## src/prov_pkg.sv

```systemverilog
`timescale 1ns / 1ps
// ----------------------------------------------------------------------------
// prov_pkg
// shared types and constants for the scene selector with overlay stack
// ----------------------------------------------------------------------------
package prov_pkg;

  localparam int SLOT_COUNT_DEF    = 16;
  localparam int OVERLAY_DEPTH_DEF = 4;

  // slot counters are as wide as the committed length field
  localparam int SLOT_CNT_W = 5;

  typedef enum logic [2:0] {
    FUNC_TICK     = 3'd0,
    FUNC_ACTIVATE = 3'd1,
    FUNC_PUSH     = 3'd2,
    FUNC_WRITE    = 3'd3,
    FUNC_COMMIT   = 3'd4
  } func_e;

  typedef struct packed {
    logic [7:0]  scene;
    logic        enabled;
    logic        present;
    logic [31:0] dwell;
  } slot_t;

  typedef struct packed {
    logic [7:0]  scene;
    logic [7:0]  prio;
    logic [31:0] order;
    logic [31:0] dur;
  } ovl_t;

  localparam int SLOT_W = $bits(slot_t);
  localparam int OVL_W  = $bits(ovl_t);

  typedef struct packed {
    logic       accepted;
    logic [7:0] prev_scene;
    logic       prev_valid;
    logic       scene_changed;
    logic [7:0] shown_scene;
    logic       scene_valid;
  } res_t;

endpackage

```

## src/prov_ram.sv

```systemverilog
`timescale 1ns / 1ps
// ----------------------------------------------------------------------------
// prov_ram
// single write port, single read port memory with registered read data
// ----------------------------------------------------------------------------
module prov_ram #(
  parameter int DEPTH = 16,
  parameter int WIDTH = 8,
  parameter int AW    = 4
) (
  input  logic             clk_i,
  input  logic             we_i,
  input  logic [AW-1:0]    waddr_i,
  input  logic [WIDTH-1:0] wdata_i,
  input  logic [AW-1:0]    raddr_i,
  output logic [WIDTH-1:0] rdata_o
);

  logic [WIDTH-1:0] mem [DEPTH];
  logic [WIDTH-1:0] rdata_q;

  always_ff @(posedge clk_i) begin
    if (we_i) begin
      mem[waddr_i] <= wdata_i;
    end
    rdata_q <= mem[raddr_i];
  end

  assign rdata_o = rdata_q;

endmodule

```

## src/prov_ctrl.sv

```systemverilog
`timescale 1ns / 1ps
// ----------------------------------------------------------------------------
// prov_ctrl
// sequencer that walks the slot and overlay memories for ticks and activates
// ----------------------------------------------------------------------------
module prov_ctrl import prov_pkg::*; #(
  parameter int SLOT_COUNT    = SLOT_COUNT_DEF,
  parameter int OVERLAY_DEPTH = OVERLAY_DEPTH_DEF,
  parameter int SLOT_AW       = (SLOT_COUNT > 1) ? $clog2(SLOT_COUNT) : 1,
  parameter int OVL_AW        = (OVERLAY_DEPTH > 1) ? $clog2(OVERLAY_DEPTH) : 1,
  parameter int OVL_CW        = $clog2(OVERLAY_DEPTH + 1)
) (
  input  logic               clk_i,
  input  logic               rst_ni,
  input  logic               in_valid_i,
  output logic               in_ready_o,
  input  logic [2:0]         func_i,
  input  logic [31:0]        now_ms_i,
  input  logic [7:0]         scene_id_i,
  input  logic               scene_present_i,
  input  logic               slot_enabled_i,
  input  logic [31:0]        duration_ms_i,
  input  logic [7:0]         priority_req_i,
  input  logic [3:0]         slot_index_i,
  input  logic [4:0]         playlist_length_i,
  output logic               res_valid_o,
  input  logic               res_ready_i,
  output res_t               res_o,
  output logic               slot_we_o,
  output logic [SLOT_AW-1:0] slot_waddr_o,
  output logic [SLOT_W-1:0]  slot_wdata_o,
  output logic [SLOT_AW-1:0] slot_raddr_o,
  input  logic [SLOT_W-1:0]  slot_rdata_i,
  output logic               ovl_we_o,
  output logic [OVL_AW-1:0]  ovl_waddr_o,
  output logic [OVL_W-1:0]   ovl_wdata_o,
  output logic [OVL_AW-1:0]  ovl_raddr_o,
  input  logic [OVL_W-1:0]   ovl_rdata_i
);

  typedef enum logic [16:0] {
    S_IDLE     = 17'h00001,
    S_OV_RD    = 17'h00002,
    S_OV_CMP   = 17'h00004,
    S_OV_EVAL  = 17'h00008,
    S_SH_RD    = 17'h00010,
    S_SH_WR    = 17'h00020,
    S_PL_START = 17'h00040,
    S_PL_CHK1  = 17'h00080,
    S_ADV_RD   = 17'h00100,
    S_ADV_CHK  = 17'h00200,
    S_PL_RD2   = 17'h00400,
    S_PL_CHK2  = 17'h00800,
    S_PL_RD3   = 17'h01000,
    S_PL_CHK3  = 17'h02000,
    S_ACT_RD   = 17'h04000,
    S_ACT_CHK  = 17'h08000,
    S_OUT      = 17'h10000
  } state_e;

  state_e state_q, state_d;
  func_e  func_q, func_d;
  logic [31:0] now_q, now_d, dur_q, dur_d;
  logic [7:0]  sid_q, sid_d;

  logic [SLOT_CNT_W-1:0] siu_q, siu_d, active_q, active_d, pslot_q, pslot_d;
  logic [SLOT_CNT_W-1:0] cand_q, cand_d, cnt_q, cnt_d;
  logic [OVL_CW-1:0]     held_q, held_d, scan_q, scan_d;
  logic [OVL_AW-1:0]     best_idx_q, best_idx_d, run_idx_q, run_idx_d;
  logic [31:0] order_q, order_d, start_q, start_d, fdwell_q, fdwell_d;
  logic [31:0] pdwell_q, pdwell_d, run_start_q, run_start_d;
  logic due_q, due_d, forced_q, forced_d, pend_q, pend_d, restart_q, restart_d;
  logic run_valid_q, run_valid_d, best_valid_q, best_valid_d;
  logic adv_late_q, adv_late_d, last_valid_q, last_valid_d;
  logic rv_q, rv_d, acc_q, acc_d;
  logic [7:0] last_id_q, last_id_d, rid_q, rid_d;
  ovl_t best_q, best_d;

  slot_t slot_rd;
  ovl_t  ovl_rd, ovl_new;
  slot_t slot_new;
  logic  slot_ok;
  logic [31:0] dwell;
  logic [31:0] ov_start;
  logic [SLOT_CNT_W-1:0] act_tmp;

  assign slot_rd = slot_t'(slot_rdata_i);
  assign ovl_rd  = ovl_t'(ovl_rdata_i);
  assign slot_ok = slot_rd.present & slot_rd.enabled;

  function automatic logic [SLOT_CNT_W-1:0] next_slot(
    input logic [SLOT_CNT_W-1:0] x, input logic [SLOT_CNT_W-1:0] n);
    logic [SLOT_CNT_W-1:0] y;
    y = x + 1'b1;
    return (y == n) ? '0 : y;
  endfunction

  assign in_ready_o  = (state_q == S_IDLE);
  assign res_valid_o = (state_q == S_OUT);

  always_comb begin
    res_o = '0;
    if (func_q == FUNC_TICK) begin
      res_o.scene_valid   = rv_q;
      res_o.shown_scene   = rv_q ? rid_q : 8'd0;
      res_o.scene_changed = (rv_q != last_valid_q) || (rv_q && (rid_q != last_id_q));
      res_o.prev_valid    = last_valid_q;
      res_o.prev_scene    = last_valid_q ? last_id_q : 8'd0;
    end else begin
      res_o.accepted = acc_q;
    end
  end

  always_comb begin
    state_d = state_q; func_d = func_q; now_d = now_q; dur_d = dur_q; sid_d = sid_q;
    siu_d = siu_q; active_d = active_q; pslot_d = pslot_q; cand_d = cand_q; cnt_d = cnt_q;
    held_d = held_q; scan_d = scan_q; best_idx_d = best_idx_q; run_idx_d = run_idx_q;
    order_d = order_q; start_d = start_q; fdwell_d = fdwell_q; pdwell_d = pdwell_q;
    run_start_d = run_start_q; due_d = due_q; forced_d = forced_q; pend_d = pend_q;
    restart_d = restart_q; run_valid_d = run_valid_q; best_valid_d = best_valid_q;
    adv_late_d = adv_late_q; last_valid_d = last_valid_q; last_id_d = last_id_q;
    rv_d = rv_q; acc_d = acc_q; rid_d = rid_q; best_d = best_q;

    slot_we_o    = 1'b0;
    slot_waddr_o = SLOT_AW'(slot_index_i);
    slot_new.scene   = scene_id_i;
    slot_new.enabled = slot_enabled_i;
    slot_new.present = scene_present_i;
    slot_new.dwell   = duration_ms_i;
    slot_wdata_o = slot_new;
    slot_raddr_o = SLOT_AW'(active_q);
    ovl_we_o     = 1'b0;
    ovl_waddr_o  = OVL_AW'(held_q);
    ovl_new.scene = scene_id_i;
    ovl_new.prio  = priority_req_i;
    ovl_new.order = order_q;
    ovl_new.dur   = duration_ms_i;
    ovl_wdata_o  = ovl_new;
    ovl_raddr_o  = OVL_AW'(scan_q);
    dwell    = slot_rd.dwell;
    ov_start = now_q;
    act_tmp  = active_q;

    unique case (state_q)
      S_IDLE: begin
        if (in_valid_i) begin
          func_d = func_e'(func_i);
          now_d  = now_ms_i;
          dur_d  = duration_ms_i;
          sid_d  = scene_id_i;
          acc_d  = 1'b0;
          state_d = S_OUT;
          unique case (func_e'(func_i))
            FUNC_TICK: begin
              if (pend_q) begin
                active_d = pslot_q;
                forced_d = 1'b1;
                fdwell_d = pdwell_q;
                due_d    = 1'b1;
                pend_d   = 1'b0;
              end
              scan_d       = '0;
              best_valid_d = 1'b0;
              state_d      = S_OV_RD;
            end
            FUNC_ACTIVATE: begin
              cand_d  = '0;
              state_d = S_ACT_RD;
            end
            FUNC_PUSH: begin
              if (held_q < OVL_CW'(OVERLAY_DEPTH)) begin
                ovl_we_o = 1'b1;
                order_d  = order_q + 32'd1;
                held_d   = held_q + 1'b1;
                acc_d    = 1'b1;
              end
            end
            FUNC_WRITE: begin
              slot_we_o = ({5'd0, slot_index_i} < 9'(SLOT_COUNT));
            end
            FUNC_COMMIT: begin
              siu_d = ({4'd0, playlist_length_i} > 9'(SLOT_COUNT)) ?
                      SLOT_CNT_W'(SLOT_COUNT) : playlist_length_i;
              active_d = '0;
              due_d    = 1'b1;
              forced_d = 1'b0;
              fdwell_d = '0;
              pend_d   = 1'b0;
            end
            default: ;
          endcase
        end
      end

      // find the top overlay: highest priority, oldest on a tie
      S_OV_RD: begin
        if (scan_q >= held_q) begin
          state_d = S_OV_EVAL;
        end else begin
          state_d = S_OV_CMP;
        end
      end
      S_OV_CMP: begin
        if (!best_valid_q || (ovl_rd.prio > best_q.prio) ||
            ((ovl_rd.prio == best_q.prio) && (ovl_rd.order < best_q.order))) begin
          best_d       = ovl_rd;
          best_idx_d   = OVL_AW'(scan_q);
          best_valid_d = 1'b1;
        end
        scan_d  = scan_q + 1'b1;
        state_d = S_OV_RD;
      end
      S_OV_EVAL: begin
        if (!best_valid_q) begin
          run_valid_d = 1'b0;
          state_d     = S_PL_START;
        end else begin
          if (run_valid_q && (run_idx_q == best_idx_q)) begin
            ov_start = run_start_q;
          end
          if ((now_q - ov_start) >= best_q.dur) begin
            run_valid_d = 1'b0;
            scan_d      = OVL_CW'(best_idx_q) + 1'b1;
            state_d     = S_SH_RD;
          end else begin
            run_valid_d = 1'b1;
            run_idx_d   = best_idx_q;
            run_start_d = ov_start;
            restart_d   = 1'b1;
            rv_d        = 1'b1;
            rid_d       = best_q.scene;
            state_d     = S_OUT;
          end
        end
      end

      // drop the expired top overlay by moving later entries down one place
      S_SH_RD: begin
        if (scan_q >= held_q) begin
          held_d       = held_q - 1'b1;
          scan_d       = '0;
          best_valid_d = 1'b0;
          state_d      = S_OV_RD;
        end else begin
          state_d = S_SH_WR;
        end
      end
      S_SH_WR: begin
        ovl_we_o    = 1'b1;
        ovl_waddr_o = OVL_AW'(scan_q - 1'b1);
        ovl_wdata_o = ovl_rd;
        scan_d      = scan_q + 1'b1;
        state_d     = S_SH_RD;
      end

      // playlist selection
      S_PL_START: begin
        if (siu_q == '0) begin
          rv_d    = 1'b0;
          state_d = S_OUT;
        end else begin
          if (active_q >= siu_q) begin
            act_tmp  = '0;
            due_d    = 1'b1;
            forced_d = 1'b0;
          end
          if (restart_q) begin
            due_d     = 1'b1;
            restart_d = 1'b0;
          end
          active_d     = act_tmp;
          slot_raddr_o = SLOT_AW'(act_tmp);
          state_d      = S_PL_CHK1;
        end
      end
      S_PL_CHK1: begin
        if (!forced_q && !slot_ok) begin
          cnt_d      = SLOT_CNT_W'(1);
          cand_d     = next_slot(active_q, siu_q);
          adv_late_d = 1'b0;
          state_d    = S_ADV_RD;
        end else begin
          state_d = S_PL_RD2;
        end
      end
      S_ADV_RD: begin
        slot_raddr_o = SLOT_AW'(cand_q);
        state_d      = S_ADV_CHK;
      end
      S_ADV_CHK: begin
        if (slot_ok) begin
          active_d = cand_q;
          if (adv_late_q) begin
            start_d = now_q;
            state_d = S_PL_RD3;
          end else begin
            due_d   = 1'b1;
            state_d = S_PL_RD2;
          end
        end else if (cnt_q == siu_q) begin
          rv_d    = 1'b0;
          state_d = S_OUT;
        end else begin
          cnt_d   = cnt_q + 1'b1;
          cand_d  = next_slot(cand_q, siu_q);
          state_d = S_ADV_RD;
        end
      end
      S_PL_RD2: begin
        if (due_q) begin
          start_d = now_q;
          due_d   = 1'b0;
        end
        state_d = S_PL_CHK2;
      end
      S_PL_CHK2: begin
        if (forced_q && (fdwell_q != '0)) begin
          dwell = fdwell_q;
        end
        if ((now_q - start_q) >= dwell) begin
          forced_d   = 1'b0;
          cnt_d      = SLOT_CNT_W'(1);
          cand_d     = next_slot(active_q, siu_q);
          adv_late_d = 1'b1;
          state_d    = S_ADV_RD;
        end else begin
          state_d = S_PL_RD3;
        end
      end
      S_PL_RD3: begin
        state_d = S_PL_CHK3;
      end
      S_PL_CHK3: begin
        rv_d    = slot_rd.present;
        rid_d   = slot_rd.scene;
        state_d = S_OUT;
      end

      // activate: lowest present slot in use with a matching scene
      S_ACT_RD: begin
        slot_raddr_o = SLOT_AW'(cand_q);
        if (cand_q >= siu_q) begin
          state_d = S_OUT;
        end else begin
          state_d = S_ACT_CHK;
        end
      end
      S_ACT_CHK: begin
        if (slot_rd.present && (slot_rd.scene == sid_q)) begin
          pend_d   = 1'b1;
          pslot_d  = cand_q;
          pdwell_d = dur_q;
          acc_d    = 1'b1;
          state_d  = S_OUT;
        end else begin
          cand_d  = cand_q + 1'b1;
          state_d = S_ACT_RD;
        end
      end

      S_OUT: begin
        if (res_ready_i) begin
          if (func_q == FUNC_TICK) begin
            last_valid_d = rv_q;
            last_id_d    = rv_q ? rid_q : 8'd0;
          end
          state_d = S_IDLE;
        end
      end
      default: state_d = S_IDLE;
    endcase
  end

  always_ff @(posedge clk_i or negedge rst_ni) begin
    if (!rst_ni) begin
      state_q      <= S_IDLE;
      siu_q        <= '0;
      active_q     <= '0;
      pslot_q      <= '0;
      held_q       <= '0;
      order_q      <= '0;
      start_q      <= '0;
      fdwell_q     <= '0;
      pdwell_q     <= '0;
      due_q        <= 1'b1;
      forced_q     <= 1'b0;
      pend_q       <= 1'b0;
      restart_q    <= 1'b0;
      run_valid_q  <= 1'b0;
      last_valid_q <= 1'b0;
      last_id_q    <= '0;
    end else begin
      state_q      <= state_d;
      siu_q        <= siu_d;
      active_q     <= active_d;
      pslot_q      <= pslot_d;
      held_q       <= held_d;
      order_q      <= order_d;
      start_q      <= start_d;
      fdwell_q     <= fdwell_d;
      pdwell_q     <= pdwell_d;
      due_q        <= due_d;
      forced_q     <= forced_d;
      pend_q       <= pend_d;
      restart_q    <= restart_d;
      run_valid_q  <= run_valid_d;
      last_valid_q <= last_valid_d;
      last_id_q    <= last_id_d;
    end
  end

  always_ff @(posedge clk_i) begin
    func_q       <= func_d;
    now_q        <= now_d;
    dur_q        <= dur_d;
    sid_q        <= sid_d;
    cand_q       <= cand_d;
    cnt_q        <= cnt_d;
    scan_q       <= scan_d;
    best_idx_q   <= best_idx_d;
    run_idx_q    <= run_idx_d;
    run_start_q  <= run_start_d;
    best_valid_q <= best_valid_d;
    adv_late_q   <= adv_late_d;
    rv_q         <= rv_d;
    acc_q        <= acc_d;
    rid_q        <= rid_d;
    best_q       <= best_d;
  end

endmodule

```

## src/priority_overlay_playlist_rotator.sv

```systemverilog
`timescale 1ns / 1ps
// ----------------------------------------------------------------------------
// priority_overlay_playlist_rotator
// time-sliced scene selector with a preemptive overlay stack
// ----------------------------------------------------------------------------
// usage:
//   items enter on the s_axis channel, tuser carries the item kind (tick,
//   activate, push overlay, write slot, commit) and tdata the fields. every
//   item gives exactly one result transfer on the m_axis channel.
//   slot table and overlay stack live in two memories with registered reads;
//   a sequencer walks them one entry at a time.
//   work per item: write slot, commit and push are handled in the idle
//   state; activate searches the slots in use; a tick searches the held
//   overlays, removes each expired top overlay by moving later entries
//   down and searching again, and when no overlay is shown walks the
//   playlist over the slots in use.
//   one item is in work at a time; s_axis_tready is high while idle.
//   the result sits in an output register, so the next item is taken while
//   a result waits; a stalled receiver holds the block once the next result
//   is ready.
//   reset clears the persistent control state: empty playlist, empty overlay stack, no
//   previous scene. memory contents are undefined until written.
// ----------------------------------------------------------------------------
module priority_overlay_playlist_rotator import prov_pkg::*; #(
  parameter int SLOT_COUNT    = SLOT_COUNT_DEF,
  parameter int OVERLAY_DEPTH = OVERLAY_DEPTH_DEF
) (
  input  logic        clk_i,
  input  logic        rst_ni,
  input  logic        s_axis_tvalid,
  output logic        s_axis_tready,
  // now_ms[31:0], scene_id[39:32], scene_present[40], slot_enabled[41],
  // duration_ms[73:42], priority_req[81:74], slot_index[85:82],
  // playlist_length[90:86], zero fill up to 95
  input  logic [95:0] s_axis_tdata,
  // func[2:0]
  input  logic [2:0]  s_axis_tuser,
  output logic        m_axis_tvalid,
  input  logic        m_axis_tready,
  // scene_valid[0], shown_scene[8:1], scene_changed[9], prev_valid[10],
  // prev_scene[18:11], accepted[19], zero fill up to 23
  output logic [23:0] m_axis_tdata
);

  localparam int SLOT_AW = (SLOT_COUNT > 1) ? $clog2(SLOT_COUNT) : 1;
  localparam int OVL_AW  = (OVERLAY_DEPTH > 1) ? $clog2(OVERLAY_DEPTH) : 1;
  localparam int OVL_CW  = $clog2(OVERLAY_DEPTH + 1);

  logic               res_valid, res_ready;
  res_t               res;
  logic               slot_we;
  logic [SLOT_AW-1:0] slot_waddr, slot_raddr;
  logic [SLOT_W-1:0]  slot_wdata, slot_rdata;
  logic               ovl_we;
  logic [OVL_AW-1:0]  ovl_waddr, ovl_raddr;
  logic [OVL_W-1:0]   ovl_wdata, ovl_rdata;

  // output register: loads whenever it is empty or being drained
  logic  out_valid_q;
  res_t  out_q;

  assign res_ready = !out_valid_q || m_axis_tready;

  prov_ctrl #(
    .SLOT_COUNT   (SLOT_COUNT),
    .OVERLAY_DEPTH(OVERLAY_DEPTH),
    .SLOT_AW      (SLOT_AW),
    .OVL_AW       (OVL_AW),
    .OVL_CW       (OVL_CW)
  ) u_ctrl (
    .clk_i            (clk_i),
    .rst_ni           (rst_ni),
    .in_valid_i       (s_axis_tvalid),
    .in_ready_o       (s_axis_tready),
    .func_i           (s_axis_tuser),
    .now_ms_i         (s_axis_tdata[31:0]),
    .scene_id_i       (s_axis_tdata[39:32]),
    .scene_present_i  (s_axis_tdata[40]),
    .slot_enabled_i   (s_axis_tdata[41]),
    .duration_ms_i    (s_axis_tdata[73:42]),
    .priority_req_i   (s_axis_tdata[81:74]),
    .slot_index_i     (s_axis_tdata[85:82]),
    .playlist_length_i(s_axis_tdata[90:86]),
    .res_valid_o      (res_valid),
    .res_ready_i      (res_ready),
    .res_o            (res),
    .slot_we_o        (slot_we),
    .slot_waddr_o     (slot_waddr),
    .slot_wdata_o     (slot_wdata),
    .slot_raddr_o     (slot_raddr),
    .slot_rdata_i     (slot_rdata),
    .ovl_we_o         (ovl_we),
    .ovl_waddr_o      (ovl_waddr),
    .ovl_wdata_o      (ovl_wdata),
    .ovl_raddr_o      (ovl_raddr),
    .ovl_rdata_i      (ovl_rdata)
  );

  // slot table: scene, flags and dwell per slot
  prov_ram #(
    .DEPTH(SLOT_COUNT),
    .WIDTH(SLOT_W),
    .AW   (SLOT_AW)
  ) u_slot_ram (
    .clk_i  (clk_i),
    .we_i   (slot_we),
    .waddr_i(slot_waddr),
    .wdata_i(slot_wdata),
    .raddr_i(slot_raddr),
    .rdata_o(slot_rdata)
  );

  // overlay stack in push order: scene, priority, push order, duration
  prov_ram #(
    .DEPTH(OVERLAY_DEPTH),
    .WIDTH(OVL_W),
    .AW   (OVL_AW)
  ) u_ovl_ram (
    .clk_i  (clk_i),
    .we_i   (ovl_we),
    .waddr_i(ovl_waddr),
    .wdata_i(ovl_wdata),
    .raddr_i(ovl_raddr),
    .rdata_o(ovl_rdata)
  );

  always_ff @(posedge clk_i or negedge rst_ni) begin
    if (!rst_ni) begin
      out_valid_q <= 1'b0;
    end else if (res_ready) begin
      out_valid_q <= res_valid;
    end
  end

  always_ff @(posedge clk_i) begin
    if (res_ready && res_valid) begin
      out_q <= res;
    end
  end

  assign m_axis_tvalid = out_valid_q;
  assign m_axis_tdata  = {4'd0, out_q.accepted, out_q.prev_scene, out_q.prev_valid,
                          out_q.scene_changed, out_q.shown_scene, out_q.scene_valid};

endmodule

```

## config.mk

```make
export PLATFORM = sky130hd
export DESIGN_NAME = priority_overlay_playlist_rotator
export DESIGN_NICKNAME = d
export VERILOG_FILES = /design/src/prov_pkg.sv /design/src/prov_ram.sv /design/src/prov_ctrl.sv /design/src/priority_overlay_playlist_rotator.sv
export SDC_FILE = /design/constraint.sdc
export NUM_CORES = 2
export LEC_CHECK = 0
export ABC_AREA = 1
export BUFFER_PORTS_ARGS = -buffer_cell sky130_fd_sc_hd__buf_2
export CAP_MARGIN = 20
export CELL_PAD_IN_SITES_DETAIL_PLACEMENT = 2
export CELL_PAD_IN_SITES_GLOBAL_PLACEMENT = 2
export CORE_ASPECT_RATIO = 1.4
export CORE_MARGIN = 2
export CORE_UTILIZATION = 40
export CTS_CLUSTER_SIZE = 25
export DETAILED_ROUTE_END_ITERATION = 16
export GPL_TIMING_DRIVEN = 0
export PLACE_DENSITY = 0.79
export SETUP_SLACK_MARGIN = 0.2
export SLEW_MARGIN = 20
export SYNTH_ARGS = -nofsm -noshare
export SYNTH_HDL_FRONTEND = slang
export SYNTH_HIERARCHICAL = 1
export SYNTH_SLANG_ARGS = --single-unit
```

## constraint.sdc

```tcl
create_clock -name clk_i -period 10.9 [get_ports clk_i]
set_input_delay 1.635 -clock clk_i [delete_from_list [all_inputs] [get_ports clk_i]]
set_output_delay 1.635 -clock clk_i [all_outputs]
set_load 0.01 [all_outputs]
```

# ---- Yosys cells after proc, flatten, opt, wreduce, memory -nomap -nowiden
# Memory sizes are Yosys's and may differ from the RTL's. A register that Yosys moved wholly into a read port is not among the register bits.
# Index checks and enable logic that the tools add are counted.
dict set report totals {
  latchBits 0
  romBits 0
  memories 2
  ff_bits 414
  ramBits 992
}
dict set report classes {
  eq_ne 59
  bitwise 2
  shift 0
  n_reduce_logical 63
  div 0
  multipliers 0
  muxes 119
  order_cmp 9
  add_sub_neg 11
}
# memory depth word_bits rd rd_clocked_by_memory_dff write_ports line_no
set memory_table {}
lappend memory_table {u_slot_ram.mem 16 42 1 1 1 prov_ram.sv:19} ;# logic [WIDTH-1:0] mem [DEPTH];
lappend memory_table {u_ovl_ram.mem 4 80 1 1 1 prov_ram.sv:19}
# operator n
set ops {}
lappend ops {{case mux 17 bit (17 select lines)} 1}
lappend ops {{2-to-1 mux 32 bit} 9}
lappend ops {{2-to-1 mux 17 bit} 9}
lappend ops {{case mux 32 bit (2 select lines)} 2}
lappend ops {{2-to-1 mux 5 bit} 19}
lappend ops {{2-to-1 mux 80 bit} 1}
lappend ops {{>= comparator 32 bit} 2}
lappend ops {{subtractor 32 bit} 2}
lappend ops {{2-to-1 mux 1 bit} 39}
lappend ops {{inequality test 2 x 1 -> 1 bit, second input constant} 19}
lappend ops {{case mux 17 bit (2 select lines)} 1}
lappend ops {{adder 32 x 1 -> 32 bit, second input constant} 1}
lappend ops {{less-than comparator 32 bit} 1}
lappend ops {{nonzero test 32 bit} 1}
lappend ops {{case mux 5 bit (3 select lines)} 2}
lappend ops {{2-to-1 mux 3 bit} 9}
lappend ops {{2-to-1 mux 13 bit} 2}
lappend ops {{case mux 5 bit (5 select lines)} 1}
lappend ops {{2-to-1 mux 8 bit} 3}
lappend ops {{AND reduction 4 bit} 5}
lappend ops {{AND reduction 3 bit} 6}
lappend ops {{AND reduction 6 bit} 3}
lappend ops {{equality test 17 x 1 -> 1 bit, second input constant} 1}
lappend ops {{equality test 17 x 10 -> 1 bit, second input constant} 1}
lappend ops {{64 further kinds} 123}

# ---- Depth between registers and ports, before layout
dict set report logic_depth {
  ltp_word 10
  mapped_depth 34
  mapped_depth_nobuf 32
}

# ---- Modules after synthesis
# The synthesis kept the hierarchy.
# module cells_each area_per_inst_um2 n_inst
set modules_own_cells {}
lappend modules_own_cells {{prov_ram (u_slot_ram)} 2773 29478.3 1}
lappend modules_own_cells {prov_ctrl 2980 24697.4 1}
lappend modules_own_cells {{prov_ram (u_ovl_ram)} 1341 16170.5 1}
lappend modules_own_cells {priority_overlay_playlist_rotator 31 679.4 1}

# ---- Worst setup path after synthesis
# Ideal clock, no wire load.
dict set report synth_path {
  path_type {input -> register}
  from {input port s_axis_tvalid}
  to {memory u_ovl_ram/mem[1][0] in the netlist's numbering (enable)}
  t_required_ns 10.283
  path_slack_ns 1.490
  cell_stages 6
  setup_ns 0.617
  t_arrival_ns 8.793
  cell_sequence {inv_1 -> nor2_4 -> nand2_1 -> nand2_1 -> inv_1 -> nor3_1}
}
dict set report synth_via {
  elab_chain_cells 4
}
# item line_no
set synth_rtl {}
lappend synth_rtl {{start, declared} priority_overlay_playlist_rotator.sv:30} ;# input logic s_axis_tvalid,
lappend synth_rtl {{2-to-1 mux 1 bit} prov_ctrl.sv:146} ;# if (in_valid_i) begin
lappend synth_rtl {{case mux 1 bit (2 select lines)} prov_ctrl.sv:144} ;# unique case (state_q)
lappend synth_rtl {{named net ovl_we} priority_overlay_playlist_rotator.sv:54} ;# logic ovl_we;
lappend synth_rtl {{2-to-1 mux 1 bit} prov_ram.sv:23} ;# if (we_i) begin
lappend synth_rtl {{2-to-1 mux 1 bit (not written as such)} prov_ram.sv:24} ;# mem[waddr_i] <= wdata_i;
lappend synth_rtl {{end, declared} prov_ram.sv:19}
# The timed path passes the listed nets, and every way through them passes these cells.

# ---- Worst setup path in the final report
dict set report layout_path {
  from {register u_ctrl.best_idx_q[0]}
  to {register u_ctrl.rid_q[5] (enable)}
}
dict set report layout_via {
  elab_chain_cells 9
}
# item line_no
set layout_rtl {}
lappend layout_rtl {{start, declared} prov_ctrl.sv:69} ;# logic [OVL_AW-1:0] best_idx_q, best_idx_d, run_idx_q, run_idx_d;
lappend layout_rtl {{start signal, assigned} prov_ctrl.sv:420} ;# best_idx_q <= best_idx_d;
lappend layout_rtl {{equality test 2 bit} prov_ctrl.sv:218} ;# if (run_valid_q && (run_idx_q == best_idx_q)) begin
lappend layout_rtl {{logical AND 1 bit} prov_ctrl.sv:218}
lappend layout_rtl {{2-to-1 mux 32 bit} prov_ctrl.sv:218}
lappend layout_rtl {{2-to-1 mux 32 bit} prov_ctrl.sv:214} ;# if (!best_valid_q) begin
lappend layout_rtl {{2-to-1 mux 32 bit} prov_ctrl.sv:144}
lappend layout_rtl {{subtractor 32 bit} prov_ctrl.sv:221} ;# if ((now_q - ov_start) >= best_q.dur) begin
lappend layout_rtl {{>= comparator 32 bit} prov_ctrl.sv:221}
lappend layout_rtl {{inequality test 2 bit (no line)} -}
lappend layout_rtl {{AND reduction 3 bit (no line)} -}
lappend layout_rtl {{end signal, assigned} prov_ctrl.sv:427} ;# rid_q <= rid_d;
lappend layout_rtl {{end, declared} prov_ctrl.sv:76} ;# logic [7:0] last_id_q, last_id_d, rid_q, rid_d;
# Every way passes these cells. The select of a mux whose other input is x is not followed.
# A chain may end at the register's enable or synchronous reset.

==> results.json <==
{
  "status": "complete, no violations",
  "rr_endpoint": "u_ctrl/rid_q[5]",
  "layout_common_cells": "nand2_1, inv_1, edfxtp_1, nand3_1, o21ai_0",
  "finalCritPeriodShare_pct": 60.8,
  "first_global_vias": 61600,
  "hold-worst-slack_ns": 0.440,
  "yosysTopAreaCell": "edfxtp_1",
  "start_util_pct": 40.1,
  "clock-skew-final_ns": 0.0550,
  "yosysWarnings": 6,
  "cts.sinks": 1528,
  "detail-route-antenna-nets": 0,
  "grt_max_degree": 89,
  "ys_dominant_reg_cell": "edfxtp_1",
  "first_iter_violations": 4011,
  "hold_viol": 0,
  "synth_area_mm2": 0.0710,
  "critical_path_class": "flop to flop",
  "start_kind": "flop",
  "ios": 129,
  "hpwl_mm": 189,
  "crit_top_cell": "nand2_1",
  "synth_mux_area_share_pct": 0.722,
  "hp-class": "flop to flop",
  "cts_tree": "built",
  "synth-compound-area-share_pct": 3.66,
  "cts_resized": 0,
  "critical_path_buf_inv_count": 3,
  "cp.arrival_ns": 7.06,
  "globalplace.congestion": 0.843,
  "synth-seq-area-share_pct": 61.6,
  "fmax_ghz": 0.151,
  "rsz0062_at_grt": "false",
  "syn_inst": 7125,
  "cts_setup_buffers": 0,
  "layout_commonest_cell": "nand2_1",
  "num_vias": 54000,
  "grt_pass1_wl_mm": 404,
  "maxCapViolCount": 0,
  "die_w_um": 360,
  "crit_slowest_cell": "nor2_1",
  "ys_ff_latch": 1528,
  "setup_tns_ns": 0,
  "routed_via_density": 5.44,
  "crit_fanout": 10,
  "numPortBuffers": 113,
  "final-setup-viol-count": 0,
  "die-area_mm2": 0.181,
  "rr_startpoint": "u_ctrl/best_idx_q[0]",
  "grt_overflow": 0,
  "slew_headroom_pct": 14.1,
  "avgSynthCellArea_um2": 9.97,
  "postPlaceCellArea_mm2": 0.0760,
  "cts_buffers": 157,
  "final_area_mm2": 0.0812,
  "ctsHtreeMaxLevel": 4,
  "whs_path_depth": 0,
  "drt-pass1-iter-count": 8,
  "wl_mm": 275,
  "clk_pin_slew_worst_paths_ns": 0.07,
  "slowest_delay_ns": 0.82,
  "r2r_slack_ns": 4.28,
  "cts-hold-fix-buffers": 0,
  "critPathRequiredTime_ns": 11.34,
  "synth_top_family_by_area": "simple AND/OR/NAND/NOR gates",
  "synth_xor_xnor_area_share_pct": 1.21,
  "synth_fa_ha_area_share_pct": 3.19,
  "wl_per_cell_um": 27.7,
  "nets": 7773,
  "power_uw": 15800,
  "leakage_uw": 0.0361,
  "end_kind": "flop",
  "hp-start": "u_ovl_ram/rdata_o[22]",
  "drive_gt1_share_pct": 11.6,
  "power.density_mw_per_mm2": 195,
  "async_flop_share_pct": 11.6,
  "grtUsageTotal_pct": 30.1,
  "synth-edff-count": 1228,
  "rows": 183,
  "antenna_found_initial": 22,
  "area_delta_synth_final_pct": 14.3,
  "drv_slew": 0,
  "hold_end": "u_ctrl/best_q[22]",
  "synth_top_area_share_pct": 51.9,
  "ctsLongestPathBuffers": 3,
  "worstMarginPinSlew_ns": 1.29,
  "synth_cell_types": 74,
  "period_minus_slack_ns": 6.62,
  "ir_worst_vdd_mv": 0.172,
  "final_core_util_pct": 45.9,
  "synthTopCellsByArea": "edfxtp_1, nand2_1, inv_1, dfrtp_1, nand3_1",
  "core_mm2": 0.177,
  "clk_latency_ns": 0.84,
  "cp_top_family": "simple AND/OR/NAND/NOR gates",
  "cts-root-buf": "clkbuf_16",
  "rr_worst_depth": 25,
  "synth-simple-area-share_pct": 20.2,
  "die_h_um": 503,
  "post-route-drc-count": 0
}
layout make-up:
type,instances,area (um^2)
multi-input combinational,3983,20800
buffer,297,1670
fill,18400,95800
clock buffer,224,4430
inverter,1320,4970
antenna,7,17.5
timing repair buffer,203,1950
clock inverter,69,688
tap,2312,2890
sequential,1528,43800
kinds of logic after synthesis:
group	count (synthesis)
AOI/OAI and AO/OA	476
xor gates and xnor gates	98
adders and majority gates	180
muxes	36
DFF	1528
other	1
buffers and inverters	1617
and+or+nand+nor	3189
power by group:
group | switching, uW | total [uW] | internal (uW) | leakage, uW
combinational | 2230 | 3230 | 1000 | 0.0190
sequential | 316 | 7050 | 6730 | 0.0145
clock | 2470 | 5540 | 3070 | 0.00249
stage by stage:
step	worst slack, ns	instances
after global placement	-5.94	9553
after global routing	3.90	9937
after floorplan	1.49	7128
after detailed placement	4.37	9642
final	4.28	9943
after CTS	4.33	9935
Yosys cell counts (7+ instances only):
| master | n |
|---|---|
| dfrtp_1 | 176 |
| xor2_1 | 81 |
| buf_12 | 9 |
| inv_1 | 1309 |
| nor2_1 | 223 |
| nand3_2 | 82 |
| dfxtp_1 | 122 |
| nand2_4 | 81 |
| o21bai_1 | 12 |
| nor2_4 | 7 |
| nand3_1 | 690 |
| o22ai_1 | 17 |
| ha_1 | 178 |
| buf_6 | 9 |
| inv_2 | 7 |
| nor2_2 | 12 |
| nand2_1 | 1965 |
| mux2_4 | 29 |
| buf_4 | 54 |
| edfxtp_1 | 1228 |
| nand4_1 | 36 |
| o21ai_0 | 235 |
| nor3_1 | 48 |
| buf_2 | 109 |
| nor4_1 | 21 |
| buf_1 | 24 |
| o21a_1 | 7 |
| xnor2_1 | 17 |
| a21oi_1 | 155 |
| clkbuf_1 | 92 |
registers in the layout, indices dropped and copies added, names as in the netlist, 42 cells and up:
signal,count
u_slot_ram/rdata_o,42
u_ovl_ram/mem,320
u_ovl_ram/rdata_o,80
u_slot_ram/mem,672
u_ctrl/best_q,80
worst max path at each step:
stage,to,slack [ns],cells past startpoint,startpoint
after global routing,u_ctrl/rid_q[5],3.90,29,u_ctrl/best_idx_q[0]
after global placement,u_ovl_ram/mem[1][74],-5.94,7,s_axis_tvalid
after floorplan,u_ovl_ram/mem[1][0],1.49,6,s_axis_tvalid
final,u_ctrl/rid_q[5],4.28,25,u_ctrl/best_idx_q[0]
after detailed placement,u_ctrl/rid_q[0],4.37,25,u_ctrl/best_idx_q[0]
after CTS,u_ctrl/rid_q[0],4.33,27,u_ctrl/best_idx_q[0]
worst register-to-register path: stages (launching register included):
cell      delay [ns]
edfxtp_1        0.46
nand2_1         0.15
nand3_1         0.15
nor2_4          0.28
buf_6           0.20
inv_1           0.14
clkbuf_1        0.25
o21ai_0         0.31
ha_1            0.34
a21oi_1         0.25
o21ai_0         0.20
a21oi_1         0.33
nor2_1          0.08
a311oi_1        0.28
nand2_1         0.10
nand2_1         0.08
nand2_1         0.09
ha_1            0.30
a21oi_1         0.17
o21ai_0         0.09
a21oi_1         0.16
o21a_1          0.21
nand3_1         0.36
nand2_1         0.21
o21ai_0         0.24
nor2_1          0.82
metal layers:
layer / track usage, % / part of all wire [%] / up-vias
met5: 0 / 0.060 / -
met4: 17.1 / 6.0 / 26
met3: 4.76 / 4.9 / 683
met2: 54.9 / 52 / 1641
met1: 33.4 / 37 / 28000
li1: - / - / 23700
No activity file was read; power rests on OpenSTA's default activity.
